[src/hw/rtl/sen_pkg.sv]
`default_nettype none
// ----------------------------------------------------------------------------
// sen_pkg
// Shared widths, register indexes and stage types of the Sobel edge block.
// ----------------------------------------------------------------------------
package sen_pkg;

    localparam int MAX_WIDTH  = 1024;
    localparam int MAX_HEIGHT = 4096;
    localparam int MIN_SIZE   = 5;

    localparam int COL_W      = $clog2(MAX_WIDTH);
    localparam int ROW_W      = 12;
    localparam int PIX_W      = 8;
    localparam int GRAD_W     = 11;
    localparam int SQ_W       = 20;
    localparam int MAG_W      = 21;
    localparam int THR_W      = 11;
    localparam int THR_SQ_W   = 2 * THR_W;
    localparam int WID_W      = 11;
    localparam int HGT_W      = 13;
    localparam int CFG_IDX_W  = 3;
    localparam int CFG_DATA_W = 13;

    localparam logic [CFG_IDX_W-1:0] REG_BAND_LOW  = 3'd0;
    localparam logic [CFG_IDX_W-1:0] REG_BAND_HIGH = 3'd1;
    localparam logic [CFG_IDX_W-1:0] REG_SUPPRESS  = 3'd2;
    localparam logic [CFG_IDX_W-1:0] REG_WIDTH     = 3'd3;
    localparam logic [CFG_IDX_W-1:0] REG_HEIGHT    = 3'd4;

    typedef struct packed {
        logic [THR_SQ_W-1:0] lo_sq;
        logic [THR_SQ_W-1:0] hi_sq;
        logic [THR_SQ_W-1:0] sup_sq;
        logic [WID_W-1:0]    width;
        logic [HGT_W-1:0]    height;
    } t_cfg;

    typedef struct packed {
        logic calc;
        logic emit_up;
        logic thin_ok;
        logic emit_last;
        logic par;
    } t_flags;

    typedef struct packed {
        t_flags           flags;
        logic [ROW_W-1:0] row;
        logic [COL_W-1:0] col;
    } t_item;

    typedef struct packed {
        t_item                    item;
        logic signed [GRAD_W-1:0] gx;
        logic signed [GRAD_W-1:0] gy;
    } t_grad;

    typedef struct packed {
        logic             emit_up;
        logic             emit_last;
        logic [ROW_W-1:0] row_up;
        logic [ROW_W-1:0] row_last;
        logic [COL_W-1:0] col;
        logic             band_up;
        logic             thin_up;
        logic             band_last;
    } t_res;

endpackage
`default_nettype wire

[src/hw/rtl/sen_cfg.sv]
`default_nettype none
// ----------------------------------------------------------------------------
// sen_cfg
// Configuration registers, frame size clamping and squared thresholds.
// ----------------------------------------------------------------------------
module sen_cfg import sen_pkg::*; (
    input  wire logic                  i_clk,
    input  wire logic                  i_rst_n,
    input  wire logic                  i_cfg_we,
    input  wire logic [CFG_IDX_W-1:0]  i_cfg_idx,
    input  wire logic [CFG_DATA_W-1:0] i_cfg_data,
    output t_cfg                       o_cfg
);

    logic [THR_W-1:0]    r_lo;
    logic [THR_W-1:0]    r_hi;
    logic [THR_W-1:0]    r_sup;
    logic [WID_W-1:0]    r_width;
    logic [HGT_W-1:0]    r_height;
    logic [THR_SQ_W-1:0] r_lo_sq;
    logic [THR_SQ_W-1:0] r_hi_sq;
    logic [THR_SQ_W-1:0] r_sup_sq;
    logic [WID_W-1:0]    width_eff;
    logic [HGT_W-1:0]    height_eff;

    always_ff @(posedge i_clk) begin
        if (!i_rst_n) begin
            r_lo     <= THR_W'(50);
            r_hi     <= THR_W'(200);
            r_sup    <= THR_W'(50);
            r_width  <= WID_W'(1024);
            r_height <= HGT_W'(480);
        end else if (i_cfg_we) begin
            unique case (i_cfg_idx)
                REG_BAND_LOW:  r_lo     <= i_cfg_data[THR_W-1:0];
                REG_BAND_HIGH: r_hi     <= i_cfg_data[THR_W-1:0];
                REG_SUPPRESS:  r_sup    <= i_cfg_data[THR_W-1:0];
                REG_WIDTH:     r_width  <= i_cfg_data[WID_W-1:0];
                REG_HEIGHT:    r_height <= i_cfg_data[HGT_W-1:0];
                default: ;
            endcase
        end
    end

    always_ff @(posedge i_clk) begin
        if (!i_rst_n) begin
            r_lo_sq  <= THR_SQ_W'(2500);
            r_hi_sq  <= THR_SQ_W'(40000);
            r_sup_sq <= THR_SQ_W'(2500);
        end else begin
            r_lo_sq  <= THR_SQ_W'(r_lo) * THR_SQ_W'(r_lo);
            r_hi_sq  <= THR_SQ_W'(r_hi) * THR_SQ_W'(r_hi);
            r_sup_sq <= THR_SQ_W'(r_sup) * THR_SQ_W'(r_sup);
        end
    end

    always_comb begin
        width_eff = r_width;
        if (int'(r_width) < MIN_SIZE) begin
            width_eff = WID_W'(MIN_SIZE);
        end else if (int'(r_width) > MAX_WIDTH) begin
            width_eff = WID_W'(MAX_WIDTH);
        end
        height_eff = r_height;
        if (int'(r_height) < MIN_SIZE) begin
            height_eff = HGT_W'(MIN_SIZE);
        end else if (int'(r_height) > MAX_HEIGHT) begin
            height_eff = HGT_W'(MAX_HEIGHT);
        end
    end

    assign o_cfg.lo_sq  = r_lo_sq;
    assign o_cfg.hi_sq  = r_hi_sq;
    assign o_cfg.sup_sq = r_sup_sq;
    assign o_cfg.width  = width_eff;
    assign o_cfg.height = height_eff;

endmodule
`default_nettype wire

[config.mk]
export PLATFORM = sky130hd
export DESIGN_NAME = sen_cfg
export DESIGN_NICKNAME = d
export VERILOG_FILES = /design/src/hw/rtl/sen_pkg.sv /design/src/hw/rtl/sen_cfg.sv
export SDC_FILE = /design/constraint.sdc
export NUM_CORES = 1
export LEC_CHECK = 0
export BUFFER_PORTS_ARGS = -buffer_cell sky130_fd_sc_hd__buf_2
export CAP_MARGIN = 40
export CORE_MARGIN = 4
export CORE_UTILIZATION = 40
export DETAILED_ROUTE_END_ITERATION = 10
export PLACE_DENSITY_LB_ADDON = 0.1
export REMOVE_ABC_BUFFERS = 1
export SETUP_SLACK_MARGIN = 0.1
export SLEW_MARGIN = 20
export SYNTH_ARGS = -nofsm -noshare
export SYNTH_HDL_FRONTEND = slang
export SYNTH_SLANG_ARGS = --single-unit
[constraint.sdc]
create_clock -name i_clk -period 4.87 [get_ports i_clk]
set_input_delay 0.2435 -clock i_clk [delete_from_list [all_inputs] [get_ports i_clk]]
set_output_delay 0.2435 -clock i_clk [all_outputs]
set_load 0.01 [all_outputs]
==> flow_summary.json, run 1 <==
{
  "outcome": "completed",
  "crit_family": "adder cells",
  "via_count": 10900,
  "syn-cell-area_sq_mm": 0.0138,
  "arrival_ns": 5.14,
  "ys.flop_type": "dfxtp_1",
  "grt_overflow_total": 0,
  "drive_above_1_share_pct": 24.5,
  "dr.pass1.iters": 4,
  "layout_commonest_cell": "inv_1",
  "p_switching_mw": 1.15,
  "setup_violations": 0,
  "die_h_um": 193,
  "hold_viol_final": 0,
  "swShare_pct": 32.5,
  "crit_fanout": 3,
  "finalMaxSlewViolations": 0,
  "detail-route-antenna-nets": 0,
  "ys_ff_latch": 120,
  "mostFrequentLayoutCells": "275 x inv_1, 218 x nand2_1, 182 x fa_1",
  "p_leak_nw": 8.74,
  "grt_usage_pct": 18.0,
  "numCtsBuffers": 17,
  "synth_xor_area_share_pct": 4.01,
  "cts-root-buf": "clkbuf_16",
  "avgSynthCellArea_sq_um": 8.67,
  "dp_cells": 2205,
  "wl_met3_um": 845,
  "ios": 109,
  "timing.fmax_ghz": 0.209,
  "fin_setup_tns_ns": 0,
  "max_cap_violations": 0,
  "synth_cells": 1586,
  "clk_latency_ns": 0.43,
  "critPathSlowestCell": "fa_1",
  "cts-htree-levels": 4,
  "cts.sinks": 120,
  "gp_congestion": 0.837,
  "peakVddDrop_v": 0.000256,
  "synth-simple-area-share_pct": 16.5,
  "synth_fa_ha_area_share_pct": 41.7,
  "post-route-period-util_pct": 98.1,
  "path_cells": "buf_6, nand2_2, fa_1, buf_6, fa_1, inv_1, fa_1, fa_1, inv_1, fa_1, inv_2, ha_4, a21oi_4, nor3_2, a211oi_2, or4b_1, mux2_2, o211ai_1",
  "cp_num_buf_inv": 5,
  "layoutNonFillerInstCount": 2252,
  "rsz0062_at_grt": "true",
  "cp_slowest_stage_delay_ns": 0.51,
  "max_slew_margin_pct": 44.6,
  "ff2ff_setup_slack_ns": 0.09,
  "fin_crit_ns": 4.78,
  "startpoint_type": "register",
  "cp-end-kind": "register",
  "async_flop_share_pct": 0,
  "synth_compound_area_share_pct": 9.73,
  "fp.dieW_um": 193,
  "pwr-share-seq_pct": 30.3,
  "viasPerCell": 4.83,
  "antenna_found_initial": 2,
  "grt_pass1_vias": 11500,
  "clk_pin_slew_worst_paths_ns": 0.06,
  "crit_path_frequent_cell": "fa_1",
  "yosysUniqueCellTypes": 63,
  "wl_met1_um": 15000,
  "syn2layout_area_growth_pct": 24.2,
  "initial_core_util_pct": 40.8,
  "routedWlPerCell_um": 14.6,
  "power_frac_clock_pct": 38.4,
  "grt_max_degree": 50,
  "ys_seq_area_share_pct": 17.5,
  "grt_pass1_wl_um": 56200,
  "dp_hpwl_um": 26900,
  "rows": 67,
  "skew_ns": 0.0122,
  "port_buffers": 105,
  "drc": 0,
  "core_sq_mm": 0.0337,
  "drt_iter0_drc": 278,
  "cts_tree": "built",
  "synth_warnings": 0,
  "required_ns": 5.23,
  "top_layer": "met5",
  "power_mw": 3.54,
  "synth-edff-count": 0,
  "dieArea_sq_mm": 0.0374,
  "finalNetCount": 2155,
  "wirelength_um": 32900,
  "critical_path_class": "reg2reg",
  "comb_power_share_pct": 31.4,
  "hp-class": "in2reg",
  "power.internal_mw": 2.39,
  "diodes": 0,
  "synth_top_family_by_area": "adder cells",
  "power_density_mw_per_mm2": 207,
  "cts_buffer_depth": 2,
  "synth_mux_area_share_pct": 0.619,
  "dr_wl_met2_um": 16400,
  "tightest_slew_ns": 0.820
}
Yosys cell counts, drive strengths merged, types with 6 or more instances:
cell type	number	area (sq um)
nor2	70	263
nand3	19	95.1
ha	156	1950
o21ai	34	174
nand4	6	43.8
dfxtp	120	2400
clkbuf	59	221
nor2b	18	113
xor2	23	201
inv	291	1090
nand2b	7	43.8
a21oi	80	404
nand2	227	852
nor3	11	60.1
a21o	21	158
o21bai	6	48.8
xnor2	40	350
and3	8	55.1
and2	105	657
a211oi	14	125
fa	189	3780
buf	9	50.1
o211ai	13	97.6
a221oi	7	73.8
metrics by stage:
| stage | instance area (sq um) | util [%] | setup slack, ns | hold WS, ns |
|---|---|---|---|---|
| floorplan | 13500 | - | -0.116 | 0.305 |
| detailed placement | 15600 | 46.3 | -0.184 | 0.461 |
| CTS | 16500 | 49.0 | 0.0618 | 0.0419 |
| global placement | 15600 | 46.2 | -0.0781 | 0.461 |
| global route | 17100 | 50.7 | -0.0933 | 0.0612 |
| finish | 17100 | 50.7 | 0.0919 | 0.0708 |
cells by family (layout without fill, tap and decap cells):
logic type | after synthesis | in the layout
xor gates and xnor gates | 63 | 63
DFF | 120 | 120
and+or+nand+nor | 483 | 483
muxes | 8 | 8
other | 1 | 3
adders and majority gates | 345 | 345
buffers and inverters | 360 | 576
AOI/OAI and AO/OA | 206 | 206
worst min-delay path, delay by kind of cell:
family	cells	cell delay, ns
AO/OA/AOI/OAI	1	0.06
buffers and inverters	1	0.10
AND/OR/NAND/NOR	1	0.05
per-layer routing:
| layer | vias up | track usage (%) |
|---|---|---|
| li1 | 5368 | - |
| met1 | 5360 | 23.5 |
| met2 | 118 | 31.5 |
| met3 | 37 | 2.12 |
| met4 | 4 | 5.30 |
| met5 | - | 0 |
path summary, 6_finish.rpt:
path,start,endpoint,depth (start not counted)
max,r_sup[2]$_SDFFE_PN0P_,r_sup_sq[21]$_SDFF_PN0_,18
min,i_cfg_data[12],r_height[12]$_SDFFE_PN0P_,3
max reg2reg,r_sup[2]$_SDFFE_PN0P_,r_sup_sq[21]$_SDFF_PN0_,18
min reg2reg,r_height[10]$_SDFFE_PN0P_,r_height[10]$_SDFFE_PN0P_,2
flip-flops by register name, indices dropped and copies added (netlist names):
signal / flops
r_sup: 11
r_sup_sq: 21
r_height: 13
r_lo_sq: 21
r_hi: 11
r_lo: 11
r_hi_sq: 21
r_width: 11
area by class of cell:
cell class,count,area (sq um)
fill,3331,16600
multi-input combinational,1108,10600
sequential,120,2450
timing repair buffer,252,1720
inverter,292,1100
tap,448,561
clock buffer,19,453
clock inverter,13,169
timing repair:
action | in CTS | in global routing
setup endpoints to repair | 22 | 28
gates resized for setup | 71 | 118
setup buffers | 6 | 8
hold buffers | 0 | 0
pin swaps | 30 | 56
power by group through the flow:
stage | Clock [mW] | Combinational, mW | Sequential (mW)
after global placement | 0 | 0.955 | 1.09
after floorplan | 0 | 0.561 | 1.13
after global routing | 1.43 | 1.25 | 1.08
after CTS | 1.40 | 1.02 | 1.07
final | 1.36 | 1.11 | 1.07
after detailed placement | 0 | 0.962 | 1.10
Power figures use the tool's default switching activity.
==> run 2, diff against run 1 <==
Settings changed: CTS_CLUSTER_SIZE set to 12.
Clock period 4.87 ns to 4.5 ns, I/O delays scaled along.
==> run 2 against run 1 <==
Die area is the same. Setup slack lost 0.29 ns. Sequential power increased by 8%. Clock power grew 16%. The flow now finishes with violations (setup timing). Final cell count grew 5.1%. Utilization up 4.6 points. Non-clock buffer count grew 114. Via count is 4.8% higher. Largest power group unchanged. Routed wire length rose by 6.7%. Total power grew 18%. Worst hold slack worse by 0.040 ns.
==> flow_summary.json, run 2 (synthesis results as in run 1) <==
{
  "max_slew_margin_pct": 42.8,
  "drc": 0,
  "rows": 67,
  "fp.dieW_um": 193,
  "cp_num_buf_inv": 5,
  "whs_path_depth": 3,
  "grt_usage_pct": 19.2,
  "cp-end-kind": "register",
  "gp_congestion": 0.844,
  "syn2layout_area_growth_pct": 35.3,
  "required_ns": 4.81,
  "postLayoutSetupSlackWorst_ns": -0.196,
  "drt_iter0_drc": 314,
  "fin_crit_ns": 4.70,
  "hold_viol_final": 0,
  "arrival_ns": 5.00,
  "critPathCapture": "r_sup_sq[18]$_SDFF_PN0_",
  "numCtsBuffers": 17,
  "power_mw": 4.18,
  "ios": 109,
  "critPathSlowestCell": "fa_1",
  "detail-route-antenna-nets": 0,
  "ff2ff_setup_slack_ns": -0.20,
  "layout_commonest_cell": "inv_1",
  "crit_family": "adder cells",
  "grt_pass1_vias": 12300,
  "critical_path_class": "reg2reg",
  "post-route-period-util_pct": 104,
  "p_leak_nw": 9.43,
  "layoutNonFillerInstCount": 2366,
  "viasPerCell": 4.82,
  "drive_above_1_share_pct": 34.3,
  "hp-class": "in2reg",
  "timing.fmax_ghz": 0.213,
  "core_sq_mm": 0.0337,
  "dieArea_sq_mm": 0.0374,
  "initial_core_util_pct": 40.8,
  "finalMaxSlewViolations": 0,
  "cts.sinks": 120,
  "setup_violations": 24,
  "cp-startpoint": "r_sup[4]$_SDFFE_PN1P_",
  "finalNetCount": 2269,
  "via_count": 11400,
  "outcome": "complete, but fails checks",
  "dp_hpwl_um": 27400,
  "rsz0062_at_grt": "true",
  "finalCoreUtilization_pct": 55.2,
  "largestRegisters": "r_hi_sq (21), r_lo_sq (21), r_sup_sq (21)",
  "power_density_mw_per_mm2": 225,
  "antenna_found_initial": 2,
  "skew_ns": 0.00754,
  "dp_cells": 2296,
  "cts_buffer_depth": 2,
  "cts-root-buf": "clkbuf_16",
  "tightest_slew_ns": 0.847,
  "cts_tree": "built",
  "cp_slowest_stage_delay_ns": 0.54,
  "reg2reg_to": "r_sup_sq[18]$_SDFF_PN0_",
  "cts-htree-levels": 4,
  "die_h_um": 193,
  "r2r_start": "r_sup[4]$_SDFFE_PN1P_",
  "mostFrequentLayoutCells": "256 x inv_1, 225 x buf_4, 200 x nand2_1",
  "hold_buffers": 0,
  "clk_pin_slew_worst_paths_ns": 0.06,
  "timing.hold.ws_ns": 0.0305,
  "wirelength_um": 35100,
  "path_cells": "nand2_2, fa_1, inv_2, fa_1, inv_2, fa_1, inv_2, fa_1, inv_2, fa_1, inv_2, ha_4, a2111oi_4, o21ai_2, a31o_2, a21oi_2, xor2_1, nor2_1",
  "violations": "setup timing",
  "routedWlPerCell_um": 14.8,
  "crit_fanout": 4,
  "port_buffers": 105,
  "startpoint_type": "register",
  "rr_worst_depth": 18,
  "max_cap_violations": 0,
  "clk_latency_ns": 0.44,
  "grt_pass1_wl_um": 59900,
  "grt_overflow_total": 0,
  "grt_max_degree": 49,
  "dr.pass1.iters": 5,
  "diodes": 0,
  "peakVddDrop_v": 0.000284,
  "worst-path-stages": 18
}
run 2: per-stage QoR:
step | area (sq um) | setup WS, ns | setup TNS (ns)
CTS | 18000 | -0.169 | -2.05
detailed placement | 16200 | -0.501 | -9.74
floorplan | 13500 | -0.486 | -6.50
global route | 18600 | -0.373 | -7.15
finish | 18600 | -0.196 | -2.31
global placement | 16200 | -0.410 | -8.42
run 2: layout make-up:
cell class,count,area [sq um]
Inverter,292,1100
Clock buffer,19,443
Sequential cell,120,2470
Multi-Input combinational cell,1108,11200
Tap cell,448,561
Fill cell,3183,15100
Timing Repair Buffer,366,2630
Clock inverter,13,218
run 2: power breakdown:
group	leakage, nW	switching, mW	internal, mW
Sequential	0.987	0.0296	1.13
Combinational	8.13	0.757	0.690
Clock	0.315	0.574	1.00
run 2: worst min-delay path by stage:
stage	slack, ns	start	endpoint
after global routing	0.03	i_cfg_data[12]	r_height[12]$_SDFFE_PN0P_
after CTS	0.008	i_cfg_data[12]	r_height[12]$_SDFFE_PN0P_
after global placement	0.45	r_height[10]$_SDFFE_PN0P_	r_height[10]$_SDFFE_PN0P_
after floorplan	0.29	i_rst_n	r_hi_sq[10]$_SDFF_PN1_
after detailed placement	0.46	r_height[10]$_SDFFE_PN0P_	r_height[10]$_SDFFE_PN0P_
final	0.03	i_cfg_data[12]	r_height[12]$_SDFFE_PN0P_
run 2: routing by layer:
layer,vias to the layer above,track usage [%],part of all wire [%]
met5,-,0,0.046
met4,4,5.61,1.8
met3,45,2.35,2.4
met2,118,34.8,52
met1,5643,24.0,44
li1,5597,-,-
run 2: worst min-delay path: stages:
cell and delay (ns):
buf_2 0.10, nand2_1 0.04, a21oi_1 0.05
run 2: timing repair:
| item | 4_1_cts | 5_1_grt |
|---|---|---|
| pin swaps | 143 | 82 |
| resized for setup | 232 | 114 |
| buffers inserted | 24 | 15 |
| endpoints found under the setup margin | 35 | 37 |
==> run 3, diff against run 2 <==
Settings changed: RECOVER_POWER set to 100.
==> run 3 against run 2 <==
The flow still finishes with violations (setup timing). Sequential power about the same. Via count decreased by 0.18%. Design area decreased by 0.87%. Die area unchanged. Flip-flop and latch count unchanged. Maximum frequency about the same. Critical path depth unchanged. Worst hold slack about the same. Total power decreased by 0.63%. Register-to-register slack about the same.
==> flow_summary.json, run 3 (synthesis results as in run 1) <==
{
  "gp_congestion": 0.844,
  "tightest_slew_ns": 0.867,
  "antenna_found_initial": 2,
  "mostFrequentLayoutCells": "257 x inv_1, 217 x buf_4, 200 x nand2_1",
  "core_sq_mm": 0.0337,
  "post-route-period-util_pct": 104,
  "drt_iter0_drc": 354,
  "critical_path_class": "reg2reg",
  "fp.dieW_um": 193,
  "setup_violations": 27,
  "arrival_ns": 5.00,
  "cts-htree-levels": 4,
  "viasPerCell": 4.81,
  "dpl_cell_area_sq_mm": 0.0162,
  "drc": 0,
  "grt_pass1_wl_um": 59900,
  "cts.sinks": 120,
  "outcome": "complete, but fails checks",
  "port_buffers": 105,
  "finalNetCount": 2269,
  "rsz0062_at_grt": "true",
  "cp-end-kind": "register",
  "via_count": 11400,
  "dp_hpwl_um": 27400,
  "hp-class": "in2reg",
  "grt_max_degree": 49,
  "timing.fmax_ghz": 0.213,
  "path_cells": "nand2_2, fa_1, inv_2, fa_1, inv_2, fa_1, inv_2, fa_1, inv_2, fa_1, inv_2, ha_4, a2111oi_4, o21ai_2, a31o_2, a21oi_2, xor2_1, nor2_1",
  "layout_commonest_cell": "inv_1",
  "cts_tree": "built",
  "r2r_start": "r_sup[4]$_SDFFE_PN1P_",
  "peakVddDrop_v": 0.000283,
  "fin_crit_ns": 4.70,
  "reg2reg_to": "r_sup_sq[18]$_SDFF_PN0_",
  "required_ns": 4.81,
  "clk_pin_slew_worst_paths_ns": 0.06,
  "timing.hold.ws_ns": 0.0304,
  "critPathSlowestCell": "fa_1",
  "grt_usage_pct": 19.2,
  "numCtsBuffers": 17,
  "finish.instance_area_sq_mm": 0.0184,
  "routedWlPerCell_um": 14.8,
  "drive_above_1_share_pct": 29.5,
  "detail-route-antenna-nets": 0,
  "finalMaxSlewViolations": 0,
  "postLayoutSetupSlackWorst_ns": -0.198,
  "initial_core_util_pct": 40.8,
  "max_slew_margin_pct": 41.5,
  "max_cap_violations": 0,
  "largestRegisters": "r_hi_sq (21), r_lo_sq (21), r_sup_sq (21)",
  "ff2ff_setup_slack_ns": -0.20,
  "power_mw": 4.16,
  "wirelength_um": 35000,
  "fin_setup_tns_ns": -2.47,
  "dieArea_sq_mm": 0.0374,
  "die_h_um": 193,
  "cts_buffer_depth": 2,
  "fillers": 3216,
  "hold_buffers": 0,
  "clk_latency_ns": 0.44,
  "crit_fanout": 4,
  "critPathCapture": "r_sup_sq[18]$_SDFF_PN0_",
  "dr.pass1.iters": 5,
  "violations": "setup timing",
  "syn2layout_area_growth_pct": 34.1,
  "cp-startpoint": "r_sup[4]$_SDFFE_PN1P_",
  "grt_pass1_vias": 12300,
  "hold_viol_final": 0,
  "grt_overflow_total": 0,
  "cp_slowest_stage_delay_ns": 0.54,
  "skew_ns": 0.00722,
  "cts-root-buf": "clkbuf_16",
  "power_density_mw_per_mm2": 225,
  "rr_worst_depth": 18,
  "p_leak_nw": 9.10,
  "startpoint_type": "register",
  "rows": 67,
  "ios": 109
}
## run 3: cell types whose count changed in the layout (fill, tap and decap cells not counted), sizes merged
cell    delta
buf       -88
clkbuf    +88
diode      +1
## run 3: how the worst min path moves through the flow
stage | startpoint | end | slack (ns) | cells past startpoint
floorplan | i_rst_n | r_hi_sq[10]$_SDFF_PN1_ | 0.29 | 1
global placement | r_height[10]$_SDFFE_PN0P_ | r_height[10]$_SDFFE_PN0P_ | 0.45 | 2
global route | i_cfg_data[12] | r_height[12]$_SDFFE_PN0P_ | 0.03 | 3
finish | i_cfg_data[12] | r_height[12]$_SDFFE_PN0P_ | 0.03 | 3
CTS | i_cfg_data[12] | r_height[12]$_SDFFE_PN0P_ | 0.008 | 3
detailed placement | r_height[10]$_SDFFE_PN0P_ | r_height[10]$_SDFFE_PN0P_ | 0.46 | 2
## run 3: where the power goes
part	switching [mW]	internal, mW	leakage (nW)
logic	0.754	0.663	7.80
registers	0.0319	1.13	0.987
clock network	0.574	1.00	0.315
## run 3: through the flow
stage	instances	worst slack, ns	utilization, %
finish	2367	-0.198	54.7
detailed placement	2296	-0.501	48.2
floorplan	1520	-0.486	-
global route	2366	-0.373	54.7
global placement	2296	-0.410	48.2
CTS	2352	-0.169	53.4
## run 3: area by class of cell
class                   instances  area, sq um  area share, %
diodes                          1         2.50         0.0136
clock buffers                  19          443           2.40
clock inverters                13          218           1.18
inverters                     292         1100           5.95
multi-input cells            1108        11100           60.4
flip-flops and latches        120         2470           13.4
well taps                     448          561           3.04
repair buffers                366         2510           13.6
## run 3: timing repair
action	CTS	global route
gates resized for setup	232	114
setup buffers	24	15
pin swaps	143	82
endpoints found under the setup margin	35	37
## run 3: per-layer routing
| layer | vias to the layer above | global-route usage [%] | wire length [um] |
|---|---|---|---|
| met5 | - | 0 | 16 |
| li1 | 5599 | - | - |
| met2 | 108 | 34.8 | 18200 |
| met4 | 4 | 5.61 | 580 |
| met1 | 5637 | 24.0 | 15500 |
| met3 | 38 | 2.35 | 661 |
## run 3: worst max-delay path, delay by kind of cell, from the launching register on
family	cells	cell delay, ns
compound gates	4	0.94
xor+xnor	1	0.17
fa+ha+maj	6	2.77
buf+inv	5	0.22
flops	1	0.36
simple gates	2	0.11
